File: src/rtl/core/oaht_pkg.sv
// Package: constants, codes and types for the open-address hash table
package oaht_pkg;
    localparam int TABLE_DEPTH = 256;
    localparam int IDX_W       = $clog2(TABLE_DEPTH);
    localparam int CNT_W       = IDX_W + 1;
    localparam int KEY_BYTES   = 8;
    localparam int KEY_W       = 8 * KEY_BYTES;
    localparam int HANDLE_BITS = 16;
    localparam int HANDLE_W    = HANDLE_BITS;
    localparam int SUM_W       = 12;
    localparam int HOME_BASE   = 7;

    localparam logic [1:0] KIND_INSERT = 2'd0;
    localparam logic [1:0] KIND_REMOVE = 2'd1;
    localparam logic [1:0] KIND_LOOKUP = 2'd2;

    localparam logic [2:0] ST_OK        = 3'd0;
    localparam logic [2:0] ST_NOT_FOUND = 3'd1;
    localparam logic [2:0] ST_FULL      = 3'd2;
    localparam logic [2:0] ST_DUP       = 3'd3;
    localparam logic [2:0] ST_NO_SLOT   = 3'd4;

    localparam logic [1:0] MARK_EMPTY   = 2'd0;
    localparam logic [1:0] MARK_USED    = 2'd1;
    localparam logic [1:0] MARK_DELETED = 2'd2;

    localparam logic [0:0] REG_TABLE_SIZE = 1'd0;

    typedef struct packed {
        logic [1:0]          kind;
        logic [KEY_W-1:0]    key;
        logic [HANDLE_W-1:0] entry_handle;
    } t_req;

    typedef struct packed {
        logic [2:0]          status;
        logic [7:0]          slot_index;
        logic [HANDLE_W-1:0] found_handle;
        logic [8:0]          occupancy;
    } t_rsp;

    // Cell write command from the sequencer to the cell store
    typedef struct packed {
        logic                 we;
        logic [IDX_W-1:0]     addr;
        logic [1:0]           mark;
        logic                 wr_data;
        logic [KEY_W-1:0]     key;
        logic [HANDLE_W-1:0]  handle;
    } t_cell_wr;

    typedef struct packed {
        logic [1:0]          mark;
        logic [KEY_W-1:0]    key;
        logic [HANDLE_W-1:0] handle;
    } t_cell_rd;
endpackage

File: src/rtl/core/oaht_if.sv
// Interfaces: valid/ready request and response channels
interface oaht_req_if;
    import oaht_pkg::*;
    logic valid;
    logic ready;
    t_req payload;
    modport source (output valid, output payload, input ready);
    modport sink (input valid, input payload, output ready);
endinterface

interface oaht_rsp_if;
    import oaht_pkg::*;
    logic valid;
    logic ready;
    t_rsp payload;
    modport source (output valid, output payload, input ready);
    modport sink (input valid, input payload, output ready);
endinterface

File: src/rtl/core/oaht_seq.sv
// Sequencer: hash, quadratic probe walk with two modular adders
module oaht_seq
    import oaht_pkg::*;
(
    input  logic             i_clk,
    input  logic             i_rst_n,
    input  logic [8:0]       i_table_size,
    oaht_req_if.sink         req,
    oaht_rsp_if.source       rsp,
    output logic [IDX_W-1:0] o_rd_addr,
    output t_cell_wr         o_wr,
    input  t_cell_rd         i_rd
);
    localparam logic [2:0] S_IDLE  = 3'd0;
    localparam logic [2:0] S_HASH  = 3'd1;
    localparam logic [2:0] S_ADDR  = 3'd2;
    localparam logic [2:0] S_WAIT  = 3'd3;
    localparam logic [2:0] S_EVAL  = 3'd4;
    localparam logic [2:0] S_DONE  = 3'd5;
    localparam logic [2:0] S_CLEAR = 3'd6;

    // (a + b) mod m, operands already below m
    function automatic logic [IDX_W-1:0] mod_add(input logic [IDX_W-1:0] a,
                                                 input logic [IDX_W-1:0] b,
                                                 input logic [CNT_W-1:0] m);
        logic [CNT_W:0] s;
        s = {2'b0, a} + {2'b0, b};
        if (s >= {1'b0, m}) s = s - {1'b0, m};
        return s[IDX_W-1:0];
    endfunction

    logic [2:0]          r_state, n_state;
    t_req                r_req, n_req;
    logic [CNT_W-1:0]    r_size, n_size;
    logic [SUM_W-1:0]    r_acc, n_acc;
    logic [CNT_W-1:0]    r_t, n_t;
    logic [IDX_W-1:0]    r_slot, n_slot;
    logic [IDX_W-1:0]    r_step, n_step;
    logic [IDX_W-1:0]    r_two, n_two;
    logic                r_free_ok, n_free_ok;
    logic [IDX_W-1:0]    r_free, n_free;
    logic [CNT_W-1:0]    r_used, n_used;
    logic                r_out_valid, n_out_valid;
    t_rsp                r_out, n_out;
    t_cell_wr            r_wr, n_wr;
    logic [IDX_W-1:0]    r_clr, n_clr;

    logic [SUM_W-1:0]    w_bytesum;
    logic [CNT_W-1:0]    w_size;
    logic [SUM_W-1:0]    w_size8;
    logic                w_hit;
    logic                w_free;
    logic [CNT_W-1:0]    w_tn;
    logic [IDX_W-1:0]    w_ins_slot;

    always_comb begin
        w_bytesum = SUM_W'(HOME_BASE);
        for (int b = 0; b < KEY_BYTES; b++)
            w_bytesum = w_bytesum + SUM_W'(req.payload.key[8*b +: 8]);
        if (i_table_size == '0) w_size = CNT_W'(1);
        else if (i_table_size > 9'(TABLE_DEPTH)) w_size = CNT_W'(TABLE_DEPTH);
        else w_size = CNT_W'(i_table_size);
    end

    assign w_size8    = {r_size, 3'b000};
    assign w_hit      = (i_rd.mark == MARK_USED) && (i_rd.key == r_req.key);
    assign w_free     = (i_rd.mark != MARK_USED);
    assign w_tn       = r_t + CNT_W'(1);
    assign w_ins_slot = r_free_ok ? r_free : r_slot;
    assign o_rd_addr  = r_slot;
    assign o_wr       = r_wr;
    assign req.ready  = (r_state == S_IDLE) && !r_out_valid;
    assign rsp.valid  = r_out_valid;
    assign rsp.payload = r_out;

    always_comb begin
        n_state     = r_state;
        n_req       = r_req;
        n_size      = r_size;
        n_acc       = r_acc;
        n_t         = r_t;
        n_slot      = r_slot;
        n_step      = r_step;
        n_two       = r_two;
        n_free_ok   = r_free_ok;
        n_free      = r_free;
        n_used      = r_used;
        n_out_valid = r_out_valid;
        n_out       = r_out;
        n_clr       = r_clr;
        n_wr        = r_wr;
        n_wr.we     = 1'b0;
        if (rsp.valid && rsp.ready) n_out_valid = 1'b0;
        case (r_state)
            S_CLEAR: begin
                n_wr  = '{we: 1'b1, addr: r_clr, mark: MARK_EMPTY, wr_data: 1'b0,
                          key: '0, handle: '0};
                n_clr = r_clr + IDX_W'(1);
                if (r_clr == '1) n_state = S_IDLE;
            end
            S_IDLE: begin
                if (req.valid && req.ready) begin
                    n_req     = req.payload;
                    n_size    = w_size;
                    n_acc     = w_bytesum;
                    n_t       = '0;
                    n_step    = (w_size == CNT_W'(1)) ? '0 : IDX_W'(1);
                    n_two     = (w_size <= CNT_W'(2)) ? '0 : IDX_W'(2);
                    n_free_ok = 1'b0;
                    n_state   = S_HASH;
                end
            end
            S_HASH: begin
                // Reduce by repeated subtraction of eight times the modulus or the modulus
                if (r_acc >= w_size8) begin
                    n_acc = r_acc - w_size8;
                end else if (r_acc >= SUM_W'(r_size)) begin
                    n_acc = r_acc - SUM_W'(r_size);
                end else begin
                    n_slot = IDX_W'(r_acc);
                    if (r_req.kind == KIND_INSERT && r_used >= r_size) begin
                        n_out   = '{status: ST_FULL, slot_index: '0, found_handle: '0,
                                    occupancy: r_used};
                        n_state = S_DONE;
                    end else if (!(r_req.kind inside {KIND_INSERT, KIND_REMOVE,
                                                      KIND_LOOKUP})) begin
                        n_out   = '{status: ST_NOT_FOUND, slot_index: '0,
                                    found_handle: '0, occupancy: r_used};
                        n_state = S_DONE;
                    end else begin
                        n_state = S_ADDR;
                    end
                end
            end
            S_ADDR: n_state = S_WAIT;
            S_WAIT: n_state = S_EVAL;
            S_EVAL: begin
                // Advance to probe t+1: slot += 2t+1, step += 2, both mod size
                n_t     = w_tn;
                n_slot  = mod_add(r_slot, r_step, r_size);
                n_step  = mod_add(r_step, r_two, r_size);
                n_state = S_ADDR;
                if (w_free && !r_free_ok) begin
                    n_free_ok = 1'b1;
                    n_free    = r_slot;
                end
                if (w_hit) begin
                    n_state = S_DONE;
                    case (r_req.kind)
                        KIND_INSERT: begin
                            n_out = '{status: ST_DUP, slot_index: '0, found_handle: '0,
                                      occupancy: r_used};
                        end
                        KIND_REMOVE: begin
                            n_wr   = '{we: 1'b1, addr: r_slot, mark: MARK_DELETED,
                                       wr_data: 1'b0, key: r_req.key,
                                       handle: r_req.entry_handle};
                            n_used = r_used - CNT_W'(1);
                            n_out  = '{status: ST_OK, slot_index: r_slot, found_handle: '0,
                                       occupancy: r_used - CNT_W'(1)};
                        end
                        default: begin
                            n_out = '{status: ST_OK, slot_index: r_slot,
                                      found_handle: i_rd.handle, occupancy: r_used};
                        end
                    endcase
                end else if (i_rd.mark == MARK_EMPTY || w_tn == r_size) begin
                    n_state = S_DONE;
                    if (r_req.kind == KIND_INSERT) begin
                        if (r_free_ok || w_free) begin
                            n_wr   = '{we: 1'b1, addr: w_ins_slot, mark: MARK_USED,
                                       wr_data: 1'b1, key: r_req.key,
                                       handle: r_req.entry_handle};
                            n_used = r_used + CNT_W'(1);
                            n_out  = '{status: ST_OK, slot_index: w_ins_slot,
                                       found_handle: '0, occupancy: r_used + CNT_W'(1)};
                        end else begin
                            n_out = '{status: ST_NO_SLOT, slot_index: '0,
                                      found_handle: '0, occupancy: r_used};
                        end
                    end else begin
                        n_out = '{status: ST_NOT_FOUND, slot_index: '0, found_handle: '0,
                                  occupancy: r_used};
                    end
                end
            end
            S_DONE: begin
                n_out_valid = 1'b1;
                n_state     = S_IDLE;
            end
            default: n_state = S_IDLE;
        endcase
    end

    always_ff @(posedge i_clk) begin
        if (!i_rst_n) begin
            r_state     <= S_CLEAR;
            r_clr       <= '0;
            r_used      <= '0;
            r_out_valid <= 1'b0;
            r_size      <= CNT_W'(TABLE_DEPTH);
            r_wr        <= '0;
        end else begin
            r_state     <= n_state;
            r_clr       <= n_clr;
            r_used      <= n_used;
            r_out_valid <= n_out_valid;
            r_size      <= n_size;
            r_wr        <= n_wr;
        end
    end

    always_ff @(posedge i_clk) begin
        r_req     <= n_req;
        r_acc     <= n_acc;
        r_t       <= n_t;
        r_slot    <= n_slot;
        r_step    <= n_step;
        r_two     <= n_two;
        r_free_ok <= n_free_ok;
        r_free    <= n_free;
        r_out     <= n_out;
    end

    a_ready_idle: assert property (@(posedge i_clk) disable iff (!i_rst_n)
        req.ready |-> (r_state == S_IDLE)) else $error("ready outside idle");
    a_used_bound: assert property (@(posedge i_clk) disable iff (!i_rst_n)
        r_used <= CNT_W'(TABLE_DEPTH)) else $error("occupancy overflow");
    a_rsp_hold: assert property (@(posedge i_clk) disable iff (!i_rst_n)
        rsp.valid && !rsp.ready |=> rsp.valid && $stable(rsp.payload))
        else $error("response dropped or changed while stalled");
endmodule

File: src/flat_wrapper.sv
// flat-port wrapper written by rule: the top's interface ports become plain ports
module oaht_seq_flat import oaht_pkg::*;
  (i_clk, i_rst_n, i_table_size, o_rd_addr, o_wr, i_rd, req_valid, req_payload, req_ready, rsp_valid, rsp_payload, rsp_ready);
  oaht_req_if req_i ();
  oaht_rsp_if rsp_i ();
  input  logic i_clk;
  input  logic i_rst_n;
  input  logic [8:0] i_table_size;
  output logic [IDX_W-1:0] o_rd_addr;
  output t_cell_wr o_wr;
  input  t_cell_rd i_rd;
  input wire logic [$bits(req_i.valid)-1:0] req_valid;
  input wire logic [$bits(req_i.payload)-1:0] req_payload;
  output wire logic [$bits(req_i.ready)-1:0] req_ready;
  output wire logic [$bits(rsp_i.valid)-1:0] rsp_valid;
  output wire logic [$bits(rsp_i.payload)-1:0] rsp_payload;
  input wire logic [$bits(rsp_i.ready)-1:0] rsp_ready;
  assign req_i.valid = req_valid;
  assign req_i.payload = req_payload;
  assign req_ready = req_i.ready;
  assign rsp_valid = rsp_i.valid;
  assign rsp_payload = rsp_i.payload;
  assign rsp_i.ready = rsp_ready;
  oaht_seq u_core (.i_clk(i_clk), .i_rst_n(i_rst_n), .i_table_size(i_table_size), .req(req_i), .rsp(rsp_i), .o_rd_addr(o_rd_addr), .o_wr(o_wr), .i_rd(i_rd));
endmodule
File: config.mk
export PLATFORM = sky130hd
export DESIGN_NAME = oaht_seq_flat
export DESIGN_NICKNAME = d
export VERILOG_FILES = /design/src/rtl/core/oaht_pkg.sv /design/src/rtl/core/oaht_if.sv /design/src/rtl/core/oaht_seq.sv /design/src/flat_wrapper.sv
export SDC_FILE = /design/constraint.sdc
export NUM_CORES = 1
export LEC_CHECK = 0
export ABC_AREA = 1
export BUFFER_PORTS_ARGS = -buffer_cell sky130_fd_sc_hd__buf_2
export CAP_MARGIN = 30
export CORE_MARGIN = 5
export CORE_UTILIZATION = 55
export CTS_BUF_LIST = sky130_fd_sc_hd__clkbuf_2
export CTS_CLUSTER_DIAMETER = 100
export CTS_CLUSTER_SIZE = 12
export DETAILED_ROUTE_END_ITERATION = 12
export GPL_TIMING_DRIVEN = 0
export HOLD_SLACK_MARGIN = 0.12
export PLACE_DENSITY = 0.88
export SLEW_MARGIN = 40
export SYNTH_ARGS = -nofsm -noshare
export SYNTH_HDL_FRONTEND = slang
export SYNTH_SLANG_ARGS = --single-unit
File: constraint.sdc
create_clock -name i_clk -period 7.6 [get_ports i_clk]
set_input_delay 1.14 -clock i_clk [delete_from_list [all_inputs] [get_ports i_clk]]
set_output_delay 1.14 -clock i_clk [all_outputs]
set_load 0.01 [all_outputs]
==> metrics.yaml, run 1 <==
outcome:
  status: "finished clean"
final_layout:
  layout-drive-gt1-share_pct: 16.0
  synthToLayoutAreaGrowth_pct: 13.9
  fin_util_pct: 63.3
  fin_cells: 3019
  fin_nets: 2885
  fillCellCount: 2809
  stdcell_area_um2: 20000
grt:
  antenna_found_initial: 18
  grt_pass1_wl_um: 88000
  grt_pass1_vias: 16038
  overflow: 0
  grt_usage_pct: 31.3
  grt_max_degree: 61
clocking:
  cts_resized: 0
  cts_root_buf: "clkbuf_2"
  ctsHoldBuffers: 0
  htree_levels: 1
  numCtsBuffers: 27
  cts_tree: "built"
  postCtsSetupBuffers: 0
  clockBufferDepth: 3
  clock-sinks: 286
  clk_latency_ns: 1.01
  cts.clk_slew.worst_paths_ns: 0.30
placed_design:
  pre_cts_slack_ns: 1.72
  placed_cells: 2956
  io_buffers: 314
  detailed_place_hpwl_um: 45800
  dpl_cell_area_um2: 19700
  gp_congestion: 0.995
yosys:
  synthTopCellsByArea: "edfxtp_1 28%, dfxtp_1 14%, nand2_1 13%"
  synth_top_area_share_pct: 28.3
  synth_fa_ha_area_share_pct: 11.1
  syn_area_per_cell_um2: 7.84
  synth_nets: 2538
  seq_area_frac_synth_pct: 42.1
  syn-cell-area_um2: 17500
  synth_mux_area_share_pct: 0
  yosysTopAreaCell: "edfxtp_1"
  synth_top_family_by_area: "simple AND/OR/NAND/NOR gates"
  synth_flop_cell: "edfxtp_1"
  synthDistinctLibCells: 52
  synth_edf_count: 165
  synthArstFlopShare_pct: 0
  yosys.area_share.simple_pct: 24.5
  ys_ff_latch: 286
  ys_warn_count: 0
  syn_inst: 2236
  synth_compound_area_share_pct: 9.66
  synthXorXnorAreaFrac_pct: 3.70
critical_path:
  rr_endpoint: "u_core.o_rd_addr[3]$_DFFE_PP_"
  crit_required_ns: 8.31
  crit_start: "req_payload[16]"
  reg2reg_setup_slack_ns: 3.38
  path_cells: "buf_2 > inv_1 > ha_1 > nand2_1 > nand2_1 > xor2_1 > inv_1 > fa_1 > inv_1 > fa_1 > fa_1 > fa_1 > inv_1 > ha_1 > nand2_1 > nor2_1 > a211oi_1 > o21ai_0 > nand3_1 > nand2_1 > nand2_1 > nand2_1 > a21oi_1 > a21oi_1"
  timing.rr.start: "u_core.r_step[0]$_DFFE_PP_"
  critPathMostFrequentCell: "nand2_1"
  worst_path_largest_cell_delay_ns: 0.56
  cp_max_fo: 5
  cp-end-kind: "flip-flop"
  arrival_ns: 5.68
  cp-start-kind: "input port"
  path_class: "input port to flip-flop"
  critPathSlowestCell: "fa_1"
  reg2regPathDepth: 19
timing:
  slew_headroom_pct: 46.9
  whs_ns: 0.292
  setup_violations: 0
  setup_ws_ns: 2.63
  finalCritPeriodShare_pct: 65.4
  fin_setup_tns_ns: 0
  skew_ns: 0.105
  fmax_ghz: 0.201
  rsz0062_at_grt: "no"
  worst_pin_slew_ns: 0.797
  timing.final.crit_period_ns: 4.97
  hold_viol_final: 0
  drv_slew: 0
floorplanning:
  dieWidth_um: 189
  dieArea_um2: 35500
  rows: 65
  dieHeight_um: 189
  ios: 315
  coreArea_um2: 31600
  floorplan.initialDensity_pct: 55.6
power:
  peakVddDrop_mv: 0.166
  p_total_mw: 4.71
  power.leakage_nw: 9.56
  power_density_nw_per_um2: 236
routing:
  ant_nets: 0
  routed_wl_um: 57100
  drc: 0
  via_per_inst: 5.51
  dr.pass1.iters: 6
  wl_per_cell_um: 18.9
  drt-initial-drc-count: 1582
  vias: 16630
hold_path:
  holdPathStages: 1
  hold_class: "input port to flip-flop"
  hp-start: "req_payload[24]"
  min_to: "u_core.r_req[24]$_DFFE_PP_"
flow_run:
  cap_violations: 0
worst max-delay path by stage:
stage	cells after the start	slack [ns]	end
2_1_floorplan	23	2.30	u_core.r_acc[11]$_DFFE_PP_
4_1_cts	24	2.75	u_core.r_acc[11]$_DFFE_PP_
3_5_place_dp	24	1.72	u_core.r_acc[11]$_DFFE_PP_
6_report	24	2.63	u_core.r_acc[11]$_DFFE_PP_
3_3_place_gp	6	1.59	u_core.r_acc[1]$_DFFE_PP_
5_1_grt	24	2.44	u_core.r_acc[10]$_DFFE_PP_
layout make-up:
cell class              count  area (um^2)  area share [%]
diodes                     18         45.0           0.226
inverters                 346         1300            6.53
well taps                 402          503            2.52
repair buffers            318         1640            8.20
flip-flops and latches    286         7380            37.0
clock buffers              44          220            1.10
plain buffers              56          274            1.37
multi-input cells        1548         8600            43.1
clock inverters             1         3.75          0.0188
synthesized netlist by cell type (3+ instances only):
cell and number:
a21oi_1 176, inv_2 4, a211oi_1 6, o21a_1 3
clkbuf_1 32, ha_1 73, buf_1 3, o21bai_1 6
xor2_1 48, o31ai_1 3, o211ai_1 7, nand2_4 3
nand3b_1 9, nor4_1 5, o221ai_1 4, o22ai_1 3
o21ai_0 71, nor3b_1 4, a21o_1 4, dfxtp_1 121
nor2_2 4, inv_1 339, nand4_1 32, and2_1 4
nand2_2 3, or2_2 3, fa_1 52, nor3_1 14
nand3_1 75, xnor2_1 26, buf_2 14, buf_6 5
a31oi_1 7, clkinv_1 3, edfxtp_1 165, nor2_1 256
a22oi_1 9, nand2_1 622
cell usage in the layout, fill, tap and decap left out, types with 5 or more instances in the layout:
cell | netlist | routed
a211oi_1 | 6 | 6
nand2_1 | 622 | 622
buf_2 | 14 | 330
o211ai_1 | 7 | 7
a31oi_1 | 7 | 7
edfxtp_1 | 165 | 165
o21ai_0 | 71 | 71
nand3_1 | 75 | 75
nor2_1 | 256 | 255
xor2_1 | 48 | 48
clkbuf_1 | 32 | 31
a22oi_1 | 9 | 9
inv_2 | 4 | 5
nor3_1 | 14 | 14
ha_1 | 73 | 73
fa_1 | 52 | 52
nand4_1 | 32 | 32
a21oi_1 | 176 | 176
clkbuf_2 | 0 | 45
xnor2_1 | 26 | 26
o21bai_1 | 6 | 6
inv_1 | 339 | 339
nand3b_1 | 9 | 9
dfxtp_1 | 121 | 121
diode_2 | 0 | 18
buf_6 | 5 | 5
state kept, by name (all words and copies together) (netlist names):
register / count
u_core.o_rd_addr: 8
u_core.o_wr: 91
u_core.r_acc: 12
u_core.r_clr: 8
u_core.r_free: 8
u_core.r_free_ok: 1
u_core.r_req: 82
u_core.r_size: 9
u_core.r_state: 3
u_core.r_step: 8
u_core.r_t: 9
u_core.r_two: 1
u_core.r_used: 9
u_core.rsp.payload: 36
u_core.rsp.valid: 1
cell families (layout without fill, tap and decap cells):
| family | count (synthesis) | after routing |
|---|---|---|
| flip-flops | 286 | 286 |
| buffers and inverters | 402 | 765 |
| other | 0 | 18 |
| AO/OA/AOI/OAI | 307 | 307 |
| adder cells (fa/ha/maj) | 125 | 125 |
| AND/OR/NAND/NOR | 1042 | 1042 |
| XOR/XNOR | 74 | 74 |
power by group:
group | internal (mW) | total [mW] | switching (mW)
sequential | 1.84 | 1.92 | 0.0811
clock | 0.148 | 0.677 | 0.529
combinational | 0.804 | 2.12 | 1.32
critical path: cells and delay by family:
| family | cells | cell delay (ns) |
|---|---|---|
| simple gates | 8 | 0.64 |
| fa+ha+maj | 6 | 2.62 |
| buf+inv | 5 | 0.38 |
| xor+xnor | 1 | 0.14 |
| compound gates | 4 | 0.76 |
routing by layer:
layer | GRT usage [%] | wire length (um) | vias to the layer above
met1 | 42.4 | 23300 | 7713
met3 | 5.45 | 5470 | 174
li1 | - | - | 7897
met2 | 49.6 | 25700 | 844
met5 | 0 | 11 | -
met4 | 13.8 | 2620 | 2
(Power assumes the default switching activity.)
==> inputs of run 2 (changes only) <==
--- a/config.mk
+++ b/config.mk
@@ -5,7 +5,7 @@
 export SDC_FILE = /design/constraint.sdc
 export NUM_CORES = 1
 export LEC_CHECK = 0
-export ABC_AREA = 1
+export ABC_AREA = 0
 export BUFFER_PORTS_ARGS = -buffer_cell sky130_fd_sc_hd__buf_2
 export CAP_MARGIN = 30
 export CORE_MARGIN = 5
@@ -16,7 +16,7 @@
 export DETAILED_ROUTE_END_ITERATION = 12
 export GPL_TIMING_DRIVEN = 0
 export HOLD_SLACK_MARGIN = 0.12
-export PLACE_DENSITY = 0.88
+export PLACE_DENSITY = 0.89
 export SLEW_MARGIN = 40
 export SYNTH_ARGS = -nofsm -noshare
 export SYNTH_HDL_FRONTEND = slang
==> constraint.sdc (replaced) <==
create_clock -name i_clk -period 4.6 [get_ports i_clk]
set_input_delay 0.69 -clock i_clk [delete_from_list [all_inputs] [get_ports i_clk]]
set_output_delay 0.69 -clock i_clk [all_outputs]
set_load 0.01 [all_outputs]
==> run 2 against run 1 <==
  * Worst setup slack worse by 2.5 ns
  * Clock skew rose by 0.040 ns
  * First-iteration DRC count increased by 7.6%
  * Critical path depth shrank 5
  * Area after synthesis down 10%
  * Cell count shrank 23%
  * Critical path type unchanged
  * Largest cell class unchanged
  * Highest routed layer unchanged
==> metrics.yaml, run 2 <==
outcome:
  status: "finished clean"  # unchanged
timing:
  fmax_ghz: 0.221
  rsz0062_at_grt: "yes"  # was no
  hold_viol_final: 0  # unchanged
  whs_ns: 0.198  # was 0.292 ns
  finalCritPeriodShare_pct: 98.3
  worst_pin_slew_ns: 0.849  # was 0.797 ns
  timing.final.crit_period_ns: 4.52
  skew_ns: 0.146  # was 0.105 ns
  setup_violations: 0  # unchanged
  slew_headroom_pct: 43.3  # was 46.9%
  setup_ws_ns: 0.0801  # was 2.63 ns
  fin_setup_tns_ns: 0  # unchanged
  drv_slew: 0  # unchanged
final_layout:
  fin_util_pct: 68.0  # was 63.3%
  fin_nets: 2217  # was 2885
  largest_reg_flops: 91  # unchanged
  fin_cells: 2329  # was 3019
  final_cell_mix: "327 x buf_2, 165 x edfxtp_1, 121 x dfxtp_1"  # was 622 x nand2_1, 339 x inv_1, 330 x buf_2
  layout-drive-gt1-share_pct: 22.3  # was 16.0%
  synthToLayoutAreaGrowth_pct: 23.1  # was 13.9%
  layout_commonest_cell: "buf_2"  # was nand2_1
  fillCellCount: 2114  # was 2809
  stdcell_area_um2: 19400  # was 20000 um^2
yosys:
  synth_flop_cell: "edfxtp_1"  # unchanged
  synth_top_area_share_pct: 31.4  # was 28.3%
  ys_ff_latch: 286  # unchanged
  synth_mux_area_share_pct: 1.75  # was 0%
  yosys.area_share.simple_pct: 13.6  # was 24.5%
  yosys-top-cells-count: "165 x edfxtp_1, 121 x dfxtp_1, 116 x inv_1"  # was 622 x nand2_1, 339 x inv_1, 256 x nor2_1
  synth_compound_area_share_pct: 14.5  # was 9.66%
  synth_edf_count: 165  # unchanged
  syn_area_per_cell_um2: 10.8  # was 7.84 um^2
  synth_fa_ha_area_share_pct: 12.4  # was 11.1%
  synth_top_family_by_area: "compound AO/OA/AOI/OAI gates"  # was simple AND/OR/NAND/NOR gates
  syn_inst: 1458  # was 2236
  synthXorXnorAreaFrac_pct: 6.75  # was 3.70%
  ys_warn_count: 0  # unchanged
  syn-cell-area_um2: 15800  # was 17500 um^2
  seq_area_frac_synth_pct: 46.8  # was 42.1%
  synthDistinctLibCells: 71  # was 52
  synthTopCellsByArea: "edfxtp_1 31%, dfxtp_1 15%, fa_1 6.6%"  # was edfxtp_1 28%, dfxtp_1 14%, nand2_1 13%
  yosysTopAreaCell: "edfxtp_1"  # unchanged
  synthArstFlopShare_pct: 0  # unchanged
  synth_nets: 1760  # was 2538
  yosysMostFrequentCell: "edfxtp_1"  # was nand2_1
floorplanning:
  floorplan.initialDensity_pct: 55.3  # was 55.6%
  dieWidth_um: 179  # was 189 um
  dieArea_um2: 32200  # was 35500 um^2
  rows: 62  # was 65
  coreArea_um2: 28500  # was 31600 um^2
  dieHeight_um: 179  # was 189 um
  ios: 315  # unchanged
critical_path:
  cp-end-kind: "flip-flop"  # unchanged
  cp_max_fo: 2  # was 5
  arrival_ns: 5.34  # was 5.68 ns
  crit_required_ns: 5.42  # was 8.31 ns
  path_class: "input port to flip-flop"  # unchanged
  cp-start-kind: "input port"  # unchanged
grt:
  grt_pass1_wl_um: 77300  # was 88000 um
  grt_usage_pct: 31.5  # was 31.3%
  grt_pass1_vias: 13659  # was 16038
  overflow: 0  # unchanged
  grt_max_degree: 41  # was 61
  antenna_found_initial: 10  # was 18
placed_design:
  pre_cts_slack_ns: -0.664  # was 1.72 ns
  detailed_place_hpwl_um: 38800  # was 45800 um
  dpl_cell_area_um2: 18000  # was 19700 um^2
  io_buffers: 314  # unchanged
  placed_cells: 2161  # was 2956
  gp_congestion: 0.961  # was 0.995
clocking:
  cts_tree: "built"  # unchanged
  cts_root_buf: "clkbuf_2"  # unchanged
  htree_levels: 1  # unchanged
  numCtsBuffers: 27  # unchanged
  clockBufferDepth: 3  # unchanged
  clock-sinks: 286  # unchanged
  clk_latency_ns: 0.99  # was 1.01 ns
  cts.clk_slew.worst_paths_ns: 0.26  # was 0.30 ns
flow_run:
  cap_violations: 0  # unchanged
power:
  p_total_mw: 7.51  # was 4.71 mW
  peakVddDrop_mv: 0.373  # was 0.166 mV
  power_density_nw_per_um2: 387  # was 236 nW/um^2
  power.leakage_nw: 8.35  # was 9.56 nW
routing:
  vias: 13818  # was 16630
  ant_nets: 0  # unchanged
  routed_wl_um: 52400  # was 57100 um
  drc: 0  # unchanged
  drt-initial-drc-count: 1703  # was 1582
  dr.pass1.iters: 6  # unchanged
  wl_per_cell_um: 22.5  # was 18.9 um
  via_per_inst: 5.93  # was 5.51
hold_path:
  hold_class: "input port to flip-flop"  # unchanged
==> run 2: changes by cell type in the layout (fill, tap and decap cells not counted), sizes merged, moves of 19 or more <==
cell / change
xor2: +33
nand3: -45
inv: -227
mux2i: +22
nand2: -543
nor2b: +28
and2: +19
a22o: +87
a21oi: -102
dlygate4sd3: +107
nor4: +27
nor2: -185
nand2b: +20
==> run 2: logic make-up after synthesis <==
group | Yosys count
AND/OR/NAND/NOR | 407
AO/OA/AOI/OAI | 324
flip-flops | 286
buffers and inverters | 169
adder cells (fa/ha/maj) | 125
XOR/XNOR | 120
multiplexers | 27
==> run 2: path summary, 6_finish.rpt <==
kind	startpoint	to	slack, ns	depth (start not counted)
worst min-delay path	i_table_size[8]	u_core.r_size[3]$_SDFFE_PN0P_	0.20	3
worst max register to register	u_core.o_rd_addr[1]$_DFFE_PP_	u_core.o_rd_addr[0]$_DFFE_PP_	0.34	14
worst min register to register	u_core.r_req[4]$_DFFE_PP_	u_core.o_wr[4]$_SDFFE_PN0P_	0.41	1
worst max-delay path	req_payload[26]	u_core.r_acc[10]$_DFFE_PP_	0.08	19
==> run 2: area by class of cell <==
cell class / instances / area (um^2) / area share [%]
clock buffers: 47 / 235 / 1.21
plain buffers: 53 / 235 / 1.21
clock inverters: 2 / 11.3 / 0.0580
repair buffers: 428 / 2740 / 14.1
flip-flops and latches: 286 / 7380 / 38.0
diodes: 10 / 25.0 / 0.129
multi-input cells: 1003 / 7880 / 40.6
inverters: 116 / 438 / 2.25
well taps: 384 / 480 / 2.47
==> run 2: timing repair <==
item	4_1_cts	5_1_grt
buffers inserted	0	1
gates resized for setup	0	11
hold endpoints to repair	108	0
hold buffers	108	0
setup endpoints to repair	0	12
==> run 2: power by group <==
group / switching (mW) / internal [mW]
Sequential: 0.137 / 3.01
Combinational: 1.85 / 1.40
Clock: 0.856 / 0.262
==> run 2: critical path, stage by stage <==
cell and delay [ns]:
dlygate4sd3_1 0.56, buf_2 0.16, fa_1 0.56, inv_2 0.05, fa_2 0.57, fa_1 0.45, fa_2 0.49, inv_2 0.08
ha_4 0.13, inv_1 0.04, fa_1 0.39, nor2b_1 0.14, o21ai_1 0.10, a21boi_2 0.16, o21ai_1 0.11, a21boi_2 0.16
o21ai_1 0.10, nor4b_2 0.18, nor3_1 0.19
==> run 2: routing by layer <==
metal / part of all wire (%) / global-route usage [%] / up-vias
met1: 38 / 40.3 / 6565
met3: 10 / 6.34 / 186
met4: 4.9 / 13.7 / 2
li1: - / - / 6216
met2: 47 / 52.2 / 849
met5: 0.025 / 0 / -
==> inputs of run 3 (changes only) <==
--- a/config.mk
+++ b/config.mk
@@ -8,7 +8,7 @@
 export ABC_AREA = 0
 export BUFFER_PORTS_ARGS = -buffer_cell sky130_fd_sc_hd__buf_2
 export CAP_MARGIN = 30
-export CORE_MARGIN = 5
+export CORE_MARGIN = 2
 export CORE_UTILIZATION = 55
 export CTS_BUF_LIST = sky130_fd_sc_hd__clkbuf_2
 export CTS_CLUSTER_DIAMETER = 100
==> constraint.sdc (replaced) <==
create_clock -name i_clk -period 5.8 [get_ports i_clk]
set_input_delay 0.87 -clock i_clk [delete_from_list [all_inputs] [get_ports i_clk]]
set_output_delay 0.87 -clock i_clk [all_outputs]
set_load 0.01 [all_outputs]
==> run 3 against run 2 <==
  * Utilization down 1.4 points
  * Clock skew is 0.018 ns higher
  * Register-to-register slack better by 0.77 ns
  * Worst hold slack lost 0.028 ns
  * Sequential power is 21% lower
  * Largest cell class unchanged
==> metrics.yaml, run 3 (synthesis gave the netlist of run 2 again) <==
outcome:
  status: "finished clean"  # unchanged
placed_design:
  placed_cells: 2162  # was 2161
  gp_congestion: 1.01  # was 0.961
  io_buffers: 314  # unchanged
  detailed_place_hpwl_um: 37900  # was 38800 um
  pre_cts_slack_ns: -0.206  # was -0.664 ns
floorplanning:
  ios: 315  # unchanged
  rows: 62  # unchanged
  floorplan.initialDensity_pct: 55.4  # was 55.3%
  coreArea_um2: 28500  # about the same
  dieWidth_um: 173  # was 179 um
  dieArea_um2: 30100  # was 32200 um^2
  dieHeight_um: 173  # was 179 um
power:
  power_density_nw_per_um2: 307  # was 387 nW/um^2
  power.leakage_nw: 8.20  # was 8.35 nW
  peakVddDrop_mv: 0.216  # was 0.373 mV
  p_total_mw: 5.82  # was 7.51 mW
timing:
  fmax_ghz: 0.177
  timing.final.crit_period_ns: 5.66
  worst_pin_slew_ns: 0.798  # was 0.849 ns
  rsz0062_at_grt: "no"  # was yes
  setup_ws_ns: 0.139  # was 0.0801 ns
  slew_headroom_pct: 46.8  # was 43.3%
  hold_viol_final: 0  # unchanged
  drv_slew: 0  # unchanged
  fin_setup_tns_ns: 0  # unchanged
  finalCritPeriodShare_pct: 97.6
  skew_ns: 0.164  # was 0.146 ns
  setup_violations: 0  # unchanged
final_layout:
  fin_cells: 2295  # was 2329
  synthToLayoutAreaGrowth_pct: 20.3  # was 23.1%
  layout_commonest_cell: "buf_2"  # unchanged
  final_cell_mix: "331 x buf_2, 165 x edfxtp_1, 121 x dfxtp_1"  # was 327 x buf_2, 165 x edfxtp_1, 121 x dfxtp_1
  largest_reg_flops: 91  # unchanged
  layout-drive-gt1-share_pct: 21.6  # was 22.3%
  fillCellCount: 2187  # was 2114
  fin_nets: 2185  # was 2217
routing:
  via_per_inst: 5.99  # was 5.93
  drt-initial-drc-count: 1421  # was 1703
  dr.pass1.iters: 6  # unchanged
  vias: 13747  # was 13818
  ant_nets: 0  # unchanged
  routed_wl_um: 50500  # was 52400 um
  drc: 0  # unchanged
  wl_per_cell_um: 22.0  # was 22.5 um
clocking:
  clockBufferDepth: 3  # unchanged
  numCtsBuffers: 27  # unchanged
  postCtsSetupBuffers: 0  # unchanged
  cts_tree: "built"  # unchanged
  clock-sinks: 286  # unchanged
  cts.clk_slew.worst_paths_ns: 0.28  # was 0.26 ns
  clk_latency_ns: 1.00  # was 0.99 ns
  cts_root_buf: "clkbuf_2"  # unchanged
  htree_levels: 1  # unchanged
critical_path:
  reg2regPathDepth: 12  # was 14
  crit_cells: 21  # was 19
  cp-end-kind: "flip-flop"  # unchanged
  cp-start-kind: "input port"  # unchanged
  critPathMostFrequentCell: "fa_1"
  arrival_ns: 6.46  # was 5.34 ns
  critPathSlowestCell: "fa_1"  # was fa_2
  worst_path_largest_cell_delay_ns: 0.54  # was 0.57 ns
  crit_required_ns: 6.60  # was 5.42 ns
  path_class: "input port to flip-flop"  # unchanged
  path_cells: "dlygate4sd3_1 > buf_2 > inv_1 > ha_1 > a21boi_0 > xor2_1 > fa_1 > inv_1 > fa_1 > fa_1 > fa_1 > inv_1 > ha_1 > nor2b_1 > o21ai_0 > a21boi_0 > o21ai_1 > a21boi_0 > o21ai_1 > nor4b_2 > nor3_1"  # was dlygate4sd3_1 > buf_2 > fa_1 > inv_2 > fa_2 > fa_1 > fa_2 > inv_2 > ha_4 > inv_1 > fa_1 > nor2b_1 > o21ai_1 > a21boi_2 > o21ai_1 > a21boi_2 > o21ai_1 > nor4b_2 > nor3_1
  critPathBufInv: 5  # unchanged
  path_delay_family: "adder cells"  # unchanged
  cp_max_fo: 3  # was 2
grt:
  grt_pass1_wl_um: 76000  # was 77300 um
  overflow: 0  # unchanged
  antenna_found_initial: 9  # was 10
  grt_pass1_vias: 13563  # was 13659
  grt_usage_pct: 32.6  # was 31.5%
  grt_max_degree: 41  # unchanged
hold_path:
  hold_class: "input port to flip-flop"  # unchanged
  holdPathStages: 1  # was 3
flow_run:
  cap_violations: 0  # unchanged
==> run 3: cell types whose count changed in the layout (fill, tap and decap cells not counted), moves of 4 or more <==
cell / delta
dlygate4sd3_1: -31
buf_2: +4
inv_1: +5
buf_6: -4
a21boi_0: +4
inv_2: -4
==> run 3: final cells by class <==
cell class	instances	area, um^2	area share, %
Multi-Input combinational cell	1003	7790	41.0
Sequential cell	286	7380	38.9
Timing Repair Buffer	396	2390	12.6
Tap cell	384	480	2.53
Inverter	116	435	2.29
Clock buffer	48	240	1.27
Buffer	53	235	1.24
Antenna cell	7	17.5	0.0923
Clock inverter	2	11.3	0.0593
==> run 3: report_power, final <==
part | switching (mW) | internal, mW
sequential | 0.107 | 2.39
combinational | 1.42 | 1.01
clock | 0.689 | 0.212
total | 2.22 | 3.61
==> run 3: routing by layer <==
layer,track usage (%),part of all wire (%),vias to the layer above
li1,-,-,6143
met5,0,0.067,-
met4,15.2,5.2,6
met1,42.6,39,6560
met2,52.3,46,848
met3,6.86,10,190
==> run 3: worst reg2reg max path, delay by kind of cell (launching register included) <==
kind / cells / cell delay (ns)
adder cells (fa/ha/maj): 1 / 0.37
AO/OA/AOI/OAI: 5 / 1.44
flip-flops: 1 / 0.50
buffers and inverters: 3 / 0.82
AND/OR/NAND/NOR: 3 / 1.30
==> run 3: metrics by stage <==
step	utilization, %	area [um^2]	hold slack [ns]
3_3_place_gp	62.6	17800	0.439
6_report	66.7	19000	0.169
3_5_place_dp	63.0	17900	0.451
5_1_grt	66.6	19000	0.125
2_1_floorplan	-	15800	0.432
4_1_cts	66.5	18900	0.126
==> run 3: worst paths after layout <==
| kind | start | to | slack (ns) |
|---|---|---|---|
| setup / recovery | req_payload[16] | u_core.r_acc[10]$_DFFE_PP_ | 0.14 |
| hold / removal | req_payload[51] | u_core.r_req[51]$_DFFE_PP_ | 0.17 |
| setup reg to reg | u_core.r_size[1]$_SDFFE_PN0P_ | u_core.rsp.payload[20]$_SDFFCE_PN0P_ | 1.11 |
| hold reg to reg | u_core.r_req[0]$_DFFE_PP_ | u_core.o_wr[0]$_SDFFE_PN0P_ | 0.38 |
==> run 3: repair_timing <==
| item | in CTS | in global routing |
|---|---|---|
| setup endpoints to repair | 0 | 2 |
| hold buffers | 73 | 3 |
| hold endpoints to repair | 73 | 3 |
| resized for setup | 0 | 3 |
